===== src/sv/bdd_pkg.sv =====
// Shared types and constants of the block domain decomposer.
// Field widths, register indexes and the sequencer state encoding.
// No dependencies.
package bdd_pkg;

  localparam int GRID_W = 32;
  localparam int CNT_W  = 11;
  localparam int IDX_W  = 10;
  localparam int ROOT_W = 6;
  localparam int MASK_W = 4;
  localparam int REG_W  = 2;

  localparam logic [REG_W-1:0] REG_GLOBAL_WIDTH  = 2'd0;
  localparam logic [REG_W-1:0] REG_GLOBAL_HEIGHT = 2'd1;
  localparam logic [REG_W-1:0] REG_WORKER_COUNT  = 2'd2;

  localparam logic [CNT_W-1:0] COUNT_LIMIT = 11'd2047;

  typedef enum logic [6:0] {
    S_IDLE  = 7'b0000001,
    S_SQRT  = 7'b0000010,
    S_SRCH  = 7'b0000100,
    S_SWAIT = 7'b0001000,
    S_IDX   = 7'b0010000,
    S_IWAIT = 7'b0100000,
    S_DONE  = 7'b1000000
  } state_t;

endpackage


===== src/sv/bdd_sdiv.sv =====
// Bit-serial restoring divider: one quotient bit per cycle.
// Quotient and remainder hold after done until the next start.
// No dependencies.
module bdd_sdiv #(
  parameter int NW = 32,
  parameter int DW = 11
) (
  input  logic          clk,
  input  logic          rst,
  input  logic          start,
  input  logic [NW-1:0] num,
  input  logic [DW-1:0] den,
  output logic          done,
  output logic [NW-1:0] quo,
  output logic [DW-1:0] rem
);

  localparam int CW = $clog2(NW + 1);

  logic [NW-1:0] acc;
  logic [DW-1:0] part;
  logic [DW-1:0] den_r;
  logic [CW-1:0] cnt;
  logic          busy;
  logic [DW:0]   shifted;
  logic [DW+1:0] diff;
  logic          ge;

  assign shifted = {part, acc[NW-1]};
  assign diff    = {1'b0, shifted} - {2'b00, den_r};
  assign ge      = ~diff[DW+1];

  always_ff @(posedge clk) begin
    if (rst) begin
      busy <= 1'b0;
      done <= 1'b0;
    end else begin
      done <= 1'b0;
      if (start) begin
        busy <= 1'b1;
      end else if (busy && cnt == CW'(1)) begin
        busy <= 1'b0;
        done <= 1'b1;
      end
    end
  end

  always_ff @(posedge clk) begin
    if (start) begin
      acc   <= num;
      part  <= '0;
      den_r <= den;
      cnt   <= CW'(NW);
    end else if (busy) begin
      acc  <= {acc[NW-2:0], ge};
      part <= ge ? diff[DW-1:0] : shifted[DW-1:0];
      cnt  <= cnt - CW'(1);
    end
  end

  assign quo = acc;
  assign rem = part;

endmodule


===== src/sv/block_domain_decomposer.sv =====
// Splits a global grid among worker_count workers (zero counts as one, counts above
// MAX_WORKERS saturate) and describes one worker's tile per request: tile grid shape,
// tile position, tile size and the four neighbor indices with a presence mask.
// Each request runs the 32-bit bit-serial dividers that split the grid width and
// height. The first request after a write of worker_count also derives the tile
// grid first: a bit-serial square root, then a trial of each divisor candidate on
// the 11-bit serial divider (at most 32 candidates with MAX_WORKERS at 1024).
// A finished result waits in the output register while the next request is taken.
// Depends on bdd_pkg and bdd_sdiv.
module block_domain_decomposer #(
  parameter int MAX_WORKERS = 1024
) (
  input  logic                        clk,
  input  logic                        rst,
  input  logic                        cfg_we,
  input  logic [bdd_pkg::REG_W-1:0]   cfg_index,
  input  logic [bdd_pkg::GRID_W-1:0]  cfg_data,
  input  logic                        in_valid,
  output logic                        in_ready,
  input  logic [bdd_pkg::IDX_W-1:0]   worker_index,
  output logic                        out_valid,
  input  logic                        out_ready,
  output logic [bdd_pkg::CNT_W-1:0]   tiles_across,
  output logic [bdd_pkg::CNT_W-1:0]   tiles_down,
  output logic [bdd_pkg::IDX_W-1:0]   tile_col,
  output logic [bdd_pkg::IDX_W-1:0]   tile_row,
  output logic [bdd_pkg::GRID_W-1:0]  local_width,
  output logic [bdd_pkg::GRID_W-1:0]  local_height,
  output logic [bdd_pkg::IDX_W-1:0]   up_index,
  output logic [bdd_pkg::IDX_W-1:0]   right_index,
  output logic [bdd_pkg::IDX_W-1:0]   down_index,
  output logic [bdd_pkg::IDX_W-1:0]   left_index,
  output logic [bdd_pkg::MASK_W-1:0]  neighbor_present
);
  import bdd_pkg::*;

  localparam int CLAMP_INT = (MAX_WORKERS > 2047) ? 2047 : MAX_WORKERS;
  localparam logic [CNT_W-1:0] P_MAX = CLAMP_INT[CNT_W-1:0];

  state_t state;

  logic [GRID_W-1:0] gw;
  logic [GRID_W-1:0] gh;
  logic [CNT_W-1:0]  wc;
  logic [CNT_W-1:0]  p;

  logic [CNT_W-1:0]  cols;
  logic [CNT_W-1:0]  rows;
  logic              dirty;
  logic [IDX_W-1:0]  idx;

  logic [ROOT_W-1:0] root;
  logic [ROOT_W-1:0] root_bit;
  logic [ROOT_W-1:0] trial;
  logic [2*ROOT_W-1:0] trial_sq;
  logic [ROOT_W-1:0] cand;

  logic              s_start;
  logic [CNT_W-1:0]  s_num;
  logic [CNT_W-1:0]  s_den;
  logic              s_done;
  logic [CNT_W-1:0]  s_quo;
  logic [CNT_W-1:0]  s_rem;

  logic              g_start;
  logic              w_done;
  logic              h_done;
  logic [GRID_W-1:0] w_quo;
  logic [CNT_W-1:0]  w_rem;
  logic [GRID_W-1:0] h_quo;
  logic [CNT_W-1:0]  h_rem;

  logic [IDX_W-1:0]  col;
  logic [IDX_W-1:0]  row;
  logic              load;
  logic [MASK_W-1:0] mask;

  assign p = (wc == '0) ? CNT_W'(1) : ((wc > P_MAX) ? P_MAX : wc);

  assign trial    = root | root_bit;
  assign trial_sq = trial * trial;

  assign in_ready = (state == S_IDLE);
  assign load     = (state == S_DONE) && (!out_valid || out_ready);

  assign s_start = (state == S_SRCH) || (state == S_IDX);
  assign s_num   = (state == S_SRCH) ? p : {1'b0, idx};
  assign s_den   = (state == S_SRCH) ? {{(CNT_W-ROOT_W){1'b0}}, cand} : cols;
  assign g_start = (state == S_IDX);

  assign col = s_rem[IDX_W-1:0];
  assign row = s_quo[IDX_W-1:0];

  assign mask[0] = (row != '0);
  assign mask[1] = ({1'b0, col} + CNT_W'(1)) < cols;
  assign mask[2] = ({1'b0, row} + CNT_W'(1)) < rows;
  assign mask[3] = (col != '0);

  bdd_sdiv #(.NW(CNT_W), .DW(CNT_W)) u_sdiv (
    .clk(clk), .rst(rst), .start(s_start), .num(s_num), .den(s_den),
    .done(s_done), .quo(s_quo), .rem(s_rem)
  );

  bdd_sdiv #(.NW(GRID_W), .DW(CNT_W)) u_wdiv (
    .clk(clk), .rst(rst), .start(g_start), .num(gw), .den(cols),
    .done(w_done), .quo(w_quo), .rem(w_rem)
  );

  bdd_sdiv #(.NW(GRID_W), .DW(CNT_W)) u_hdiv (
    .clk(clk), .rst(rst), .start(g_start), .num(gh), .den(rows),
    .done(h_done), .quo(h_quo), .rem(h_rem)
  );

  always_ff @(posedge clk) begin
    if (rst) begin
      gw    <= '0;
      gh    <= '0;
      wc    <= CNT_W'(1);
      cols  <= CNT_W'(1);
      rows  <= CNT_W'(1);
      dirty <= 1'b0;
      state <= S_IDLE;
    end else begin
      if (cfg_we) begin
        case (cfg_index)
          REG_GLOBAL_WIDTH:  gw <= cfg_data;
          REG_GLOBAL_HEIGHT: gh <= cfg_data;
          REG_WORKER_COUNT: begin
            wc    <= cfg_data[CNT_W-1:0];
            dirty <= 1'b1;
          end
          default: ;
        endcase
      end
      case (state)
        S_IDLE: begin
          if (in_valid) state <= dirty ? S_SQRT : S_IDX;
        end
        S_SQRT: begin
          if (root_bit[0]) state <= S_SRCH;
        end
        S_SRCH: state <= S_SWAIT;
        S_SWAIT: begin
          if (s_done) begin
            if (s_rem == '0) begin
              cols  <= {{(CNT_W-ROOT_W){1'b0}}, cand};
              rows  <= s_quo;
              dirty <= 1'b0;
              state <= S_IDX;
            end else begin
              state <= S_SRCH;
            end
          end
        end
        S_IDX: state <= S_IWAIT;
        S_IWAIT: begin
          if (w_done && h_done) state <= S_DONE;
        end
        S_DONE: begin
          if (load) state <= S_IDLE;
        end
        default: state <= S_IDLE;
      endcase
    end
  end

  always_ff @(posedge clk) begin
    if (in_valid && in_ready) begin
      idx      <= worker_index;
      root     <= '0;
      root_bit <= {1'b1, {(ROOT_W-1){1'b0}}};
    end
    if (state == S_SQRT) begin
      if ({1'b0, p} >= trial_sq) root <= trial;
      root_bit <= root_bit >> 1;
      if (root_bit[0]) cand <= ({1'b0, p} >= trial_sq) ? trial : root;
    end
    if (state == S_SWAIT && s_done && s_rem != '0) cand <= cand - ROOT_W'(1);
  end

  always_ff @(posedge clk) begin
    if (rst) begin
      out_valid <= 1'b0;
    end else if (load) begin
      out_valid <= 1'b1;
    end else if (out_ready) begin
      out_valid <= 1'b0;
    end
  end

  always_ff @(posedge clk) begin
    if (load) begin
      tiles_across     <= cols;
      tiles_down       <= rows;
      tile_col         <= col;
      tile_row         <= row;
      local_width      <= w_quo + GRID_W'({1'b0, col} < w_rem);
      local_height     <= h_quo + GRID_W'({1'b0, row} < h_rem);
      up_index         <= mask[0] ? idx - cols[IDX_W-1:0] : '0;
      right_index      <= mask[1] ? idx + IDX_W'(1) : '0;
      down_index       <= mask[2] ? idx + cols[IDX_W-1:0] : '0;
      left_index       <= mask[3] ? idx - IDX_W'(1) : '0;
      neighbor_present <= mask;
    end
  end

  a_cols_nonzero: assert property (@(posedge clk) disable iff (rst)
    cols != '0 && rows != '0)
    else $error("tile grid shape has a zero dimension");

  a_busy_after_request: assert property (@(posedge clk) disable iff (rst)
    (in_valid && in_ready) |=> !in_ready)
    else $error("request taken while a request is in progress");

  a_grid_settled: assert property (@(posedge clk) disable iff (rst)
    (state == S_DONE) |-> !dirty)
    else $error("result produced with stale tile grid");

  a_col_in_range: assert property (@(posedge clk) disable iff (rst)
    out_valid |-> ({1'b0, tile_col} < tiles_across))
    else $error("tile column outside tile grid");

endmodule


===== config.mk =====
export PLATFORM = sky130hd
export DESIGN_NAME = block_domain_decomposer
export DESIGN_NICKNAME = d
export VERILOG_FILES = /design/src/sv/bdd_pkg.sv /design/src/sv/bdd_sdiv.sv /design/src/sv/block_domain_decomposer.sv
export SDC_FILE = /design/constraint.sdc
export NUM_CORES = 1
export LEC_CHECK = 0
export ABC_CLOCK_PERIOD_IN_PS = 19200
export BUFFER_PORTS_ARGS = -buffer_cell sky130_fd_sc_hd__buf_2
export CAP_MARGIN = 20
export CELL_PAD_IN_SITES_DETAIL_PLACEMENT = 1
export CELL_PAD_IN_SITES_GLOBAL_PLACEMENT = 1
export CORE_AREA = 8 8 228 230
export CTS_CLUSTER_DIAMETER = 100
export DETAILED_ROUTE_END_ITERATION = 8
export DIE_AREA = 0 0 236 238
export HOLD_SLACK_MARGIN = 0.03
export PLACE_DENSITY = 0.77
export SLEW_MARGIN = 10
export SYNTH_ARGS = -nofsm -noshare
export SYNTH_HDL_FRONTEND = slang
export SYNTH_SLANG_ARGS = --single-unit
export TNS_END_PERCENT = 30

===== constraint.sdc =====
create_clock -name clk -period 19.2 [get_ports clk]
set_input_delay 2.88 -clock clk [delete_from_list [all_inputs] [get_ports clk]]
set_output_delay 2.88 -clock clk [all_outputs]
set_load 0.01 [all_outputs]

==> results.toml <==
[status]
status = "completed"

[hold_path]
min_path_type = "flop to flop"

[placed_design]
place_hpwl_mm = 43.6
place_area_mm2 = 0.0225
io_buffers = 195
place_congestion = 0.860
preCtsSetupSlack_ns = 13.04

[route]
routedWlPerCell_um = 20.6
drtPass1Iterations = 5
wl_mm = 60.7
drt_drc_violations_left = 0
ant_nets = 0
num_vias = 16100
drt_iter0_drc = 883
vias_per_cell = 5.48

[sta]
final_max_slew_viol_count = 0
setup_viol = 0
final.period_utilization_pct = 32.1
worst_slack_ns = 13.04
hold_viol_final = 0
fmax_ghz = 0.162
rsz0062_at_grt = "false"
holdWs_ns = 0.457
fin_skew_ns = 0.0192
tns_ns = 0
max_slew_margin_pct = 25.3
tightest_slew_ns = 1.12
finalCriticalPeriod_ns = 6.16

[clock_tree]
cts_buffers = 47
cts_tree = "yes"
cts_root_buf = "clkbuf_16"
path_clk_slew_ns = 0.06
cts_sinks = 427
htree_levels = 2
cts_buffer_depth = 3
clk_latency_ns = 0.58
cts_setup_buffers = 0
ctsHoldBuffers = 0
cts_resized = 0

[logic_synthesis]
yosysSeqAreaShare_pct = 53.4
synth_area_mm2 = 0.0210
synth_cell_types = 72
syn_avg_cell_area_um2 = 9.89
yosys_warnings = 0
synth_edf_count = 264
syn-instance-count = 2119
synth_top_flop_cell = "edfxtp_1"
ys_ff_latch = 427
synth-async-reset-ratio_pct = 0

[floorplanning]
die_h_um = 238
die_w_um = 236
start_util_pct = 43.4
die_area_mm2 = 0.0562
row_count = 81
pin_count = 201
core_mm2 = 0.0483

[finish]
drive_above_1_share_pct = 13.6
final_cell_mix = "nand2_1 (467), edfxtp_1 (264), buf_2 (194)"
fin_area_mm2 = 0.0240
n_fill_cell = 5404
final_common_cell = "nand2_1"
syn2layout_area_growth_pct = 14.7
final_nets = 2456

[run]
maxCapViolations = 0

[critical_path]
worstSetupStartpointType = "flop"
critPathRequiredTime_ns = 19.53
end_kind = "flop"
critical_path_class = "flop to flop"
crit_arrival_ns = 6.49
crit_fanout = 6

[power]
cellPowerDensity_mw_per_mm2 = 132
ir_drop_mv = 0.0683
cellLeakagePower_nw = 9.46
total_power_mw = 3.18

[global_route]
grt_pass1_wl_mm = 94.6
groute.usage.overall_pct = 21.0
antenna_found_initial = 4
grt_max_degree = 96
grt_pass1_vias = 17200
overflow = 0
==> registers in the layout, indices dropped and copies added (netlist names), 11 cells and up <==
register / cells
u_sdiv.quo: 11
rows: 11
local_width: 32
u_hdiv.den_r: 11
u_wdiv.rem: 11
u_hdiv.rem: 11
u_wdiv.quo: 32
local_height: 32
u_sdiv.rem: 11
tiles_down: 11
gh: 32
gw: 32
u_hdiv.quo: 32
wc: 11
==> Yosys cell counts (all sizes together), types with 25 or more instances <==
cell type / instances / area (um^2)
nand3: 53 / 265
a21oi: 137 / 686
inv: 115 / 432
ha: 107 / 1340
xnor2: 97 / 850
and3: 25 / 156
clkbuf: 74 / 278
nor2: 169 / 634
o21ai: 71 / 367
nor3: 25 / 130
edfxtp: 264 / 7930
xor2: 41 / 359
dfxtp: 163 / 3260
nand2: 467 / 1750
==> worst max-delay path: stages, from the launching register on <==
cell and delay, ns:
edfxtp_1 0.47, nor2_1 0.37, nor2_1 0.14, fa_1 0.55
inv_1 0.07, fa_1 0.51, fa_1 0.55, inv_1 0.04
ha_1 0.34, and3_1 0.20, o21a_1 0.19, o21ai_0 0.20
nand2b_1 0.13, xnor2_1 0.14, ha_1 0.29, o21a_1 0.18
o21ai_0 0.14, a21oi_1 0.06, o311ai_0 0.62, nor2_1 0.29
a221o_1 0.41
==> final cells by class <==
class	instances	area (um^2)	area share, %
well taps	622	778	3.24
inverters	115	434	1.81
clock buffers	61	1280	5.32
flip-flops and latches	427	11200	46.5
clock inverters	24	290	1.21
repair buffers	210	1090	4.55
multi-input cells	1486	8980	37.3
diodes	1	2.50	0.0104
==> logic make-up (layout without fill, tap and decap cells) <==
| group | count (synthesis) | count (layout) | synth area share (%) |
|---|---|---|---|
| buffers and inverters | 210 | 410 | 3.98 |
| adder cells (fa/ha/maj) | 120 | 120 | 7.63 |
| AO/OA/AOI/OAI | 323 | 323 | 9.37 |
| XOR/XNOR | 138 | 138 | 5.77 |
| AND/OR/NAND/NOR | 872 | 872 | 18.5 |
| multiplexers | 28 | 28 | 1.40 |
| other | 1 | 6 | 0.0179 |
| flip-flops | 427 | 427 | 53.4 |
==> routing by layer <==
| metal | part of all wire, % | routed length [um] | track usage, % | vias to the layer above |
|---|---|---|---|---|
| li1 | - | - | - | 7610 |
| met1 | 41 | 25100 | 24.5 | 8093 |
| met2 | 51 | 30700 | 37.5 | 307 |
| met3 | 4.1 | 2470 | 3.91 | 119 |
| met4 | 4.0 | 2430 | 8.95 | 4 |
| met5 | 0.044 | 27 | 0 | - |
==> path summary, 6_finish.rpt <==
check | startpoint | to | slack (ns) | depth (start not counted)
hold reg to reg | gw[8]$_SDFFE_PP0P_ | gw[8]$_SDFFE_PP0P_ | 0.46 | 2
setup / recovery | root_bit[0]$_SDFFCE_PN0P_ | cand[5]$_DFFE_PP_ | 13.04 | 20
hold / removal | gw[8]$_SDFFE_PP0P_ | gw[8]$_SDFFE_PP0P_ | 0.46 | 2
setup reg to reg | root_bit[0]$_SDFFCE_PN0P_ | cand[5]$_DFFE_PP_ | 13.04 | 20
==> report_power, final <==
group | internal, mW | switching [mW] | leakage [nW] | total [mW]
Clock | 0.552 | 0.379 | 0.767 | 0.931
Combinational | 0.409 | 0.562 | 4.96 | 0.972
Sequential | 1.13 | 0.154 | 3.73 | 1.28
==> stage by stage <==
| stage | util [%] | cells |
|---|---|---|
| after floorplan | - | 2123 |
| after global placement | 46.5 | 2859 |
| after detailed placement | 46.5 | 2860 |
| after CTS | 49.7 | 2945 |
| after global routing | 49.7 | 2946 |
| final | 49.7 | 2946 |
Power figures use the tool's default switching activity.
